## src/rtl/core/rv32im_execute_stage_macros.svh

```systemverilog
// assertion helpers for the execute stage, clocked on clk, quiet during reset
`ifndef RV32IM_EXECUTE_STAGE_MACROS_SVH
`define RV32IM_EXECUTE_STAGE_MACROS_SVH

// same-cycle implication
`define RVEX_ASSERT_NOW(label, cond, prop, msg) \
    label: assert property (@(posedge clk) disable iff (!rst_n) (cond) |-> (prop)) \
        else $error(msg);

// next-cycle implication
`define RVEX_ASSERT_NEXT(label, cond, prop, msg) \
    label: assert property (@(posedge clk) disable iff (!rst_n) (cond) |=> (prop)) \
        else $error(msg);

`endif

```

## src/rtl/core/rvex_pkg.sv

```systemverilog
// ----------------------------------------------------------------------------
// rvex_pkg
// types, codes and constants shared by the execute stage modules
// ----------------------------------------------------------------------------
package rvex_pkg;

    localparam int XLEN      = 32;
    localparam int DIV_STEPS = XLEN;

    typedef logic [XLEN-1:0] word_t;

    localparam logic [6:0] OP_LOAD   = 7'h03;
    localparam logic [6:0] OP_IMM    = 7'h13;
    localparam logic [6:0] OP_AUIPC  = 7'h17;
    localparam logic [6:0] OP_STORE  = 7'h23;
    localparam logic [6:0] OP_REG    = 7'h33;
    localparam logic [6:0] OP_LUI    = 7'h37;
    localparam logic [6:0] OP_BRANCH = 7'h63;
    localparam logic [6:0] OP_JALR   = 7'h67;
    localparam logic [6:0] OP_JAL    = 7'h6F;
    localparam logic [6:0] OP_SYSTEM = 7'h73;

    localparam logic [6:0] F7_BASE = 7'h00;
    localparam logic [6:0] F7_ALT  = 7'h20;
    localparam logic [6:0] F7_MULDIV = 7'h01;

    localparam word_t INSN_ECALL  = 32'h0000_0073;
    localparam word_t INSN_EBREAK = 32'h0010_0073;
    localparam word_t INSN_MRET   = 32'h3020_0073;

    typedef enum logic [3:0] {
        MEM_NONE = 4'd0,
        MEM_LB   = 4'd1,
        MEM_LBU  = 4'd2,
        MEM_LH   = 4'd3,
        MEM_LHU  = 4'd4,
        MEM_LW   = 4'd5,
        MEM_SB   = 4'd6,
        MEM_SH   = 4'd7,
        MEM_SW   = 4'd8
    } mem_kind_t;

    typedef enum logic [1:0] {
        TRAP_NONE    = 2'd0,
        TRAP_ECALL   = 2'd1,
        TRAP_EBREAK  = 2'd2,
        TRAP_ILLEGAL = 2'd3
    } trap_t;

    typedef enum logic [2:0] {
        MD_NONE   = 3'd0,
        MD_MUL_LO = 3'd1,
        MD_MUL_HI = 3'd2,
        MD_DIV    = 3'd3,
        MD_REM    = 3'd4
    } md_op_t;

    typedef struct packed {
        logic [4:0] rd_index;
        logic       rd_write;
        word_t      rd_value;
        word_t      next_pc;
        mem_kind_t  mem_kind;
        word_t      mem_address;
        word_t      store_data;
        logic       csr_write;
        word_t      csr_write_value;
        trap_t      trap_code;
    } res_t;

    typedef struct packed {
        md_op_t md;
        logic   neg_quo;
        logic   neg_rem;
        logic   div_zero;
        word_t  dividend;
    } div_ctl_t;

    typedef struct packed {
        res_t       res;
        div_ctl_t   ctl;
        logic [XLEN:0] mul_a;
        logic [XLEN:0] mul_b;
        word_t      div_a;
        word_t      div_b;
    } dec_t;

    typedef struct packed {
        res_t     res;
        div_ctl_t ctl;
        word_t    rem;
        word_t    quo;
        word_t    dsr;
    } div_stage_t;

endpackage

```

## src/rtl/core/rvex_decode.sv

```systemverilog
// ----------------------------------------------------------------------------
// rvex_decode
// instruction decode, integer alu, branch, memory and csr results
// ----------------------------------------------------------------------------
module rvex_decode
    import rvex_pkg::*;
(
    input  word_t instruction,
    input  word_t pc,
    input  word_t rs1_value,
    input  word_t rs2_value,
    input  word_t csr_read_value,
    input  word_t trap_vector,
    input  word_t return_pc,
    output dec_t  dec
);

    function automatic word_t alu(input logic [2:0] f3, input word_t a, input word_t b,
                                  input logic alt);
        word_t r;
        case (f3)
            3'd0:    r = alt ? a - b : a + b;
            3'd1:    r = a << b[4:0];
            3'd2:    r = ($signed(a) < $signed(b)) ? word_t'(1) : word_t'(0);
            3'd3:    r = (a < b) ? word_t'(1) : word_t'(0);
            3'd4:    r = a ^ b;
            3'd5:    r = alt ? word_t'($signed(a) >>> b[4:0]) : a >> b[4:0];
            3'd6:    r = a | b;
            default: r = a & b;
        endcase
        return r;
    endfunction

    logic [6:0] op;
    logic [2:0] f3;
    logic [6:0] f7;
    logic [4:0] rd;
    logic [4:0] rs1f;
    word_t      imm_i;
    word_t      imm_s;
    word_t      imm_b;
    word_t      imm_j;
    word_t      imm_u;
    word_t      pc_plus4;
    word_t      csr_src;
    logic       wr;
    logic       ill;
    logic       take;
    logic       sgn;
    res_t       r;
    md_op_t     md;

    assign op    = instruction[6:0];
    assign f3    = instruction[14:12];
    assign f7    = instruction[31:25];
    assign rd    = instruction[11:7];
    assign rs1f  = instruction[19:15];
    assign imm_i = {{20{instruction[31]}}, instruction[31:20]};
    assign imm_s = {{20{instruction[31]}}, instruction[31:25], instruction[11:7]};
    assign imm_b = {{19{instruction[31]}}, instruction[31], instruction[7],
                    instruction[30:25], instruction[11:8], 1'b0};
    assign imm_j = {{11{instruction[31]}}, instruction[31], instruction[19:12],
                    instruction[20], instruction[30:21], 1'b0};
    assign imm_u = {instruction[31:12], 12'b0};
    assign pc_plus4 = pc + word_t'(4);
    assign csr_src  = f3[2] ? {27'b0, rs1f} : rs1_value;

    always_comb
    begin
        wr   = 1'b0;
        ill  = 1'b0;
        take = 1'b0;
        md   = MD_NONE;
        r    = '0;
        r.rd_index  = rd;
        r.next_pc   = pc_plus4;
        r.mem_kind  = MEM_NONE;
        r.trap_code = TRAP_NONE;
        case (op)
            OP_REG:
            begin
                wr = 1'b1;
                if (f7 == F7_BASE)
                    r.rd_value = alu(f3, rs1_value, rs2_value, 1'b0);
                else if (f7 == F7_ALT && (f3 == 3'd0 || f3 == 3'd5))
                    r.rd_value = alu(f3, rs1_value, rs2_value, 1'b1);
                else if (f7 == F7_MULDIV)
                begin
                    case (f3)
                        3'd0:            md = MD_MUL_LO;
                        3'd1, 3'd2, 3'd3: md = MD_MUL_HI;
                        3'd4, 3'd5:      md = MD_DIV;
                        default:         md = MD_REM;
                    endcase
                end
                else
                    ill = 1'b1;
            end
            OP_IMM:
            begin
                wr = 1'b1;
                if (f3 == 3'd1 && f7 != F7_BASE)
                    ill = 1'b1;
                else if (f3 == 3'd5 && f7 != F7_BASE && f7 != F7_ALT)
                    ill = 1'b1;
                else
                    r.rd_value = alu(f3, rs1_value, imm_i, f3 == 3'd5 && f7 == F7_ALT);
            end
            OP_LOAD:
            begin
                case (f3)
                    3'd0:    r.mem_kind = MEM_LB;
                    3'd4:    r.mem_kind = MEM_LBU;
                    3'd1:    r.mem_kind = MEM_LH;
                    3'd5:    r.mem_kind = MEM_LHU;
                    3'd2:    r.mem_kind = MEM_LW;
                    default: ill = 1'b1;
                endcase
                wr = 1'b1;
                r.mem_address = rs1_value + imm_i;
            end
            OP_STORE:
            begin
                case (f3)
                    3'd0:    r.mem_kind = MEM_SB;
                    3'd1:    r.mem_kind = MEM_SH;
                    3'd2:    r.mem_kind = MEM_SW;
                    default: ill = 1'b1;
                endcase
                r.mem_address = rs1_value + imm_s;
                r.store_data  = rs2_value;
            end
            OP_BRANCH:
            begin
                case (f3)
                    3'd0:    take = (rs1_value == rs2_value);
                    3'd1:    take = (rs1_value != rs2_value);
                    3'd4:    take = ($signed(rs1_value) < $signed(rs2_value));
                    3'd5:    take = !($signed(rs1_value) < $signed(rs2_value));
                    3'd6:    take = (rs1_value < rs2_value);
                    3'd7:    take = (rs1_value >= rs2_value);
                    default: ill = 1'b1;
                endcase
                if (take)
                    r.next_pc = pc + imm_b;
            end
            OP_LUI:
            begin
                wr = 1'b1;
                r.rd_value = imm_u;
            end
            OP_AUIPC:
            begin
                wr = 1'b1;
                r.rd_value = pc + imm_u;
            end
            OP_JAL:
            begin
                wr = 1'b1;
                r.rd_value = pc_plus4;
                r.next_pc  = pc + imm_j;
            end
            OP_JALR:
            begin
                if (f3 == 3'd0)
                begin
                    wr = 1'b1;
                    r.rd_value = pc_plus4;
                    r.next_pc  = (rs1_value + imm_i) & ~word_t'(1);
                end
                else
                    ill = 1'b1;
            end
            OP_SYSTEM:
            begin
                if (f3 == 3'd0)
                begin
                    if (instruction == INSN_ECALL)
                    begin
                        r.trap_code = TRAP_ECALL;
                        r.next_pc   = trap_vector;
                    end
                    else if (instruction == INSN_EBREAK)
                        r.trap_code = TRAP_EBREAK;
                    else if (instruction == INSN_MRET)
                        r.next_pc = return_pc;
                    else
                        ill = 1'b1;
                end
                else if (f3 == 3'd4)
                    ill = 1'b1;
                else
                begin
                    wr = 1'b1;
                    r.rd_value = csr_read_value;
                    case (f3[1:0])
                        2'd1:
                        begin
                            r.csr_write_value = csr_src;
                            r.csr_write       = 1'b1;
                        end
                        2'd2:
                        begin
                            r.csr_write_value = csr_read_value | csr_src;
                            r.csr_write       = (rs1f != 5'd0);
                        end
                        default:
                        begin
                            r.csr_write_value = csr_read_value & ~csr_src;
                            r.csr_write       = (rs1f != 5'd0);
                        end
                    endcase
                end
            end
            default: ill = 1'b1;
        endcase

        if (ill)
        begin
            r = '0;
            r.rd_index  = rd;
            r.next_pc   = pc_plus4;
            r.mem_kind  = MEM_NONE;
            r.trap_code = TRAP_ILLEGAL;
            wr = 1'b0;
            md = MD_NONE;
        end
        if (rd == 5'd0)
            wr = 1'b0;
        if (!wr || op == OP_LOAD)
            r.rd_value = '0;
        r.rd_write = wr;
    end

    assign sgn = (f3 == 3'd4 || f3 == 3'd6);

    always_comb
    begin
        dec          = '0;
        dec.res      = r;
        dec.ctl.md   = md;
        dec.mul_a    = {(f3 == 3'd1 || f3 == 3'd2) && rs1_value[31], rs1_value};
        dec.mul_b    = {(f3 == 3'd1) && rs2_value[31], rs2_value};
        dec.div_a    = (sgn && rs1_value[31]) ? word_t'(0) - rs1_value : rs1_value;
        dec.div_b    = (sgn && rs2_value[31]) ? word_t'(0) - rs2_value : rs2_value;
        dec.ctl.neg_quo  = sgn && (rs1_value[31] ^ rs2_value[31]);
        dec.ctl.neg_rem  = sgn && rs1_value[31];
        dec.ctl.div_zero = (rs2_value == '0);
        dec.ctl.dividend = rs1_value;
    end

endmodule

```

## config.mk

```make
export PLATFORM = sky130hd
export DESIGN_NAME = rvex_decode
export DESIGN_NICKNAME = d
export VERILOG_FILES = /design/src/rtl/core/rv32im_execute_stage_macros.svh /design/src/rtl/core/rvex_pkg.sv /design/src/rtl/core/rvex_decode.sv
export SDC_FILE = /design/constraint.sdc
export NUM_CORES = 2
export LEC_CHECK = 0
export BUFFER_PORTS_ARGS = -buffer_cell sky130_fd_sc_hd__buf_4
export CORE_MARGIN = 10
export CORE_UTILIZATION = 25
export DETAILED_ROUTE_END_ITERATION = 12
export GPL_ROUTABILITY_DRIVEN = 0
export PLACE_DENSITY = 0.51
export SLEW_MARGIN = 5
export SYNTH_ARGS = -nofsm -noshare
export SYNTH_HDL_FRONTEND = slang
export SYNTH_SLANG_ARGS = --single-unit
```

## constraint.sdc

```tcl
create_clock -name vclk -period 13.6
set_clock_uncertainty 0.2 [all_clocks]
set_input_delay 2.04 -clock vclk [all_inputs]
set_output_delay 2.04 -clock vclk [all_outputs]
set_load 0.005 [all_outputs]
```

==> metrics.md <==
| Metric | Value |
|---|---|
| Outcome | `finished clean` |
| Die outline area | `125000 um2` |
| Placement-stage worst setup slack | `4.43 ns` |
| Final setup vio count | `0` |
| Final non-filler cell total | `5898` |
| # clk buffers | `0` |
| Core box area | `111000 um2` |
| Min-Delay Startpoint | `rs2_value[9]` |
| Overall track demand over capacity in global routing | `30.1%` |
| Grt ovf | `0` |
| Required time of the critical path | `11.36 ns` |
| Data arrival at the endpoint of the critical path | `7.50 ns` |
| Ordered cell list for the critical path | `buf_4 > inv_1 > ha_1 > nor4_1 > nand2_1 > a21oi_1 > o31ai_4 > nor3b_1 > o31ai_1 > buf_4 > nand2_2 > o21ai_2 > o21ai_0 > o21ai_0 > buf_4` |
| Crit share post-route | `71.6%` |
| Standard-cell row count | `122` |
| Slew at the pin closest to its max-slew limit | `1.43 ns` |
| Tightest slew margin relative to the limit | `3.87%` |
| Worst Hold End | `dec[73]` |
| Largest cells by area after synthesis | `sky130_fd_sc_hd__ha_1, sky130_fd_sc_hd__mux4_2, sky130_fd_sc_hd__nor2_1` |
| Count of synthesis-stage warnings from yosys | `0` |
| Fin worst setup slack | `3.86 ns` |
| CP max stage delay | `1.13 ns` |
| Wirelength per Cell | `34.6 um` |
| Chip height | `354 um` |
| Kind of end point of the critical path | `output pin` |
| Kind of cell adding the most delay to the critical path | `compound AO/OA/AOI/OAI gates` |
| Overall die width | `354 um` |
| Vias in the first global route | `35200` |
| Number of nets in the finished design | `4895` |
| Half-perimeter wire length after placement | `157000 um` |
| Cell type of the slowest stage on the worst timing path | `sky130_fd_sc_hd__o31ai_1` |
| Number of buffers inserted by post-CTS setup repair | `0` |
| IO buf count | `565` |
| Boundary Pins | `565` |
| Final sum of negative setup slack | `0 ns` |
| Fin crit period | `9.74 ns` |
| Cell type with the largest total area after synthesis | `sky130_fd_sc_hd__ha_1` |
| Highest net fanout along the worst path | `14` |
| Remaining antenna violation count | `0` |
| Total detailed-routing wirelength | `204000 um` |
| Class of the worst hold path | `input port to output pin` |
| Fin. max-slew vios | `0` |
| Starting density of the core | `25.2%` |
| Share of layout cells above drive strength 1 | `19.0%` |
| Initial drt markers | `6446` |
| Count of mapped cells out of synthesis | `4209` |
| First-pass GRT wire length | `278000 um` |
| Area Growth Syn to Fin | `16.6%` |
| Type of the worst setup path | `input port to output pin` |
| Yosys top cell area share | `12.0%` |
| Flip-flop and latch count | `0` |
| Maximum clock frequency | `103 MHz` |
| Number of optimization iterations in the first detailed-route pass | `7` |
| Antenna violations before repair | `20` |
| Vias per cell | `6.52` |
| Unrepaired setup endpoints after global routing | `false` |
| Startpoint type of the worst setup path | `input port` |
| Cell Area, Synth | `27800 um2` |
| Sum of buffers and inverters on the critical path | `4` |
| Hold-fix buffers, CTS | `0` |
| CP dominant cell by count | `sky130_fd_sc_hd__buf_4` |
| Storage element area | `0 um2` |
| Final hold vios | `0` |
| Largest net degree at the start of global routing | `78` |
| Mapped Nets | `4707` |
| Cell count of the worst hold path | `2` |
| Total number of vias | `38500` |
| Library cells used by synthesis | `101` |
| Cell total after placement | `5883` |
| Sequential share of the synthesized area | `0%` |
| Maximum capacitance violations | `0` |
| Quantity of gates resized following cts | `0` |
| Avg Cell Area, Syn | `6.61 um2` |
| DRC violations left | `0` |
[metrics by stage]
stage                     area [um2]  util (%)  hold slack, ns
after floorplan                27800         -            3.94
after CTS                      32400      29.3            4.09
after global placement         32400      29.3            4.08
after detailed placement       32400      29.3            4.09
final                          32500      29.3            4.08
after global routing           32500      29.3            4.09
[how the worst max path moves through the flow]
stage	start	end	slack (ns)	cells after the start
5_1_grt	rs1_value[23]	dec[288]	4.06	15
4_1_cts	rs1_value[23]	dec[288]	4.40	15
2_1_floorplan	rs2_value[2]	dec[334]	5.20	19
6_report	rs1_value[23]	dec[288]	3.86	15
3_5_place_dp	rs1_value[23]	dec[288]	4.43	15
3_3_place_gp	rs1_value[23]	dec[288]	4.50	15
[kinds of logic (layout without fill, tap and decap cells)]
kind of cell / after synthesis / after routing / synth area share [%]
compound gates: 1514 / 1514 / 35.7
simple gates: 1342 / 1342 / 22.0
buf+inv: 620 / 806 / 10.0
fa+ha+maj: 274 / 274 / 12.5
xor+xnor: 230 / 230 / 7.24
mux: 229 / 229 / 12.5
other cells: 0 / 15 / 0
[cells in the mapped netlist, drive strengths merged, types with 74 or more instances]
master,number
a211oi,77
a21oi,392
buf,198
clkbuf,266
ha,266
inv,153
mux2i,121
mux4,93
nand2,321
nand3,74
nor2,535
nor3,122
o21ai,365
xnor2,168
[cell type report]
class	instances	area (um2)
multi-input cells	3589	25100
fillers	12400	78200
diodes	15	37.5
inverters	156	586
well taps	1488	1860
repair buffers	650	4880
[cells in the final DEF, fill, tap and decap left out, types with 19 or more instances in the layout]
cell type	n
sky130_fd_sc_hd__a22oi_1	19
sky130_fd_sc_hd__o211ai_1	64
sky130_fd_sc_hd__nand2b_1	54
sky130_fd_sc_hd__or3_1	31
sky130_fd_sc_hd__a31oi_1	48
sky130_fd_sc_hd__mux4_2	93
sky130_fd_sc_hd__xor2_1	62
sky130_fd_sc_hd__ha_1	266
sky130_fd_sc_hd__a211oi_1	76
sky130_fd_sc_hd__nand2_1	318
sky130_fd_sc_hd__nor4_1	25
sky130_fd_sc_hd__nor2b_1	26
sky130_fd_sc_hd__mux2i_1	121
sky130_fd_sc_hd__o221ai_1	54
sky130_fd_sc_hd__and3_1	31
sky130_fd_sc_hd__o31ai_1	27
sky130_fd_sc_hd__nor3_1	119
sky130_fd_sc_hd__nand4_1	37
sky130_fd_sc_hd__a21o_1	54
sky130_fd_sc_hd__a2111oi_0	24
sky130_fd_sc_hd__a221oi_1	49
sky130_fd_sc_hd__a32oi_1	22
sky130_fd_sc_hd__o21a_1	36
sky130_fd_sc_hd__o22ai_1	44
sky130_fd_sc_hd__o21ai_0	355
sky130_fd_sc_hd__xnor2_1	168
sky130_fd_sc_hd__nand3_1	74
sky130_fd_sc_hd__and2_1	26
sky130_fd_sc_hd__buf_4	650
sky130_fd_sc_hd__inv_1	148
sky130_fd_sc_hd__a21oi_1	391
sky130_fd_sc_hd__nor2_1	532
sky130_fd_sc_hd__o21bai_1	45
[per-layer routing]
layer  vias to the layer above  wire, um  global-route usage, %  part of all wire [%]
met5                         -        65                      0                 0.032
met4                        12     18500                   21.3                   9.1
met3                       846     27700                   10.1                    14
met2                      3382     83400                   44.0                    41
met1                     18300     74300                   36.6                    36
li1                      15900         -                      -                     -
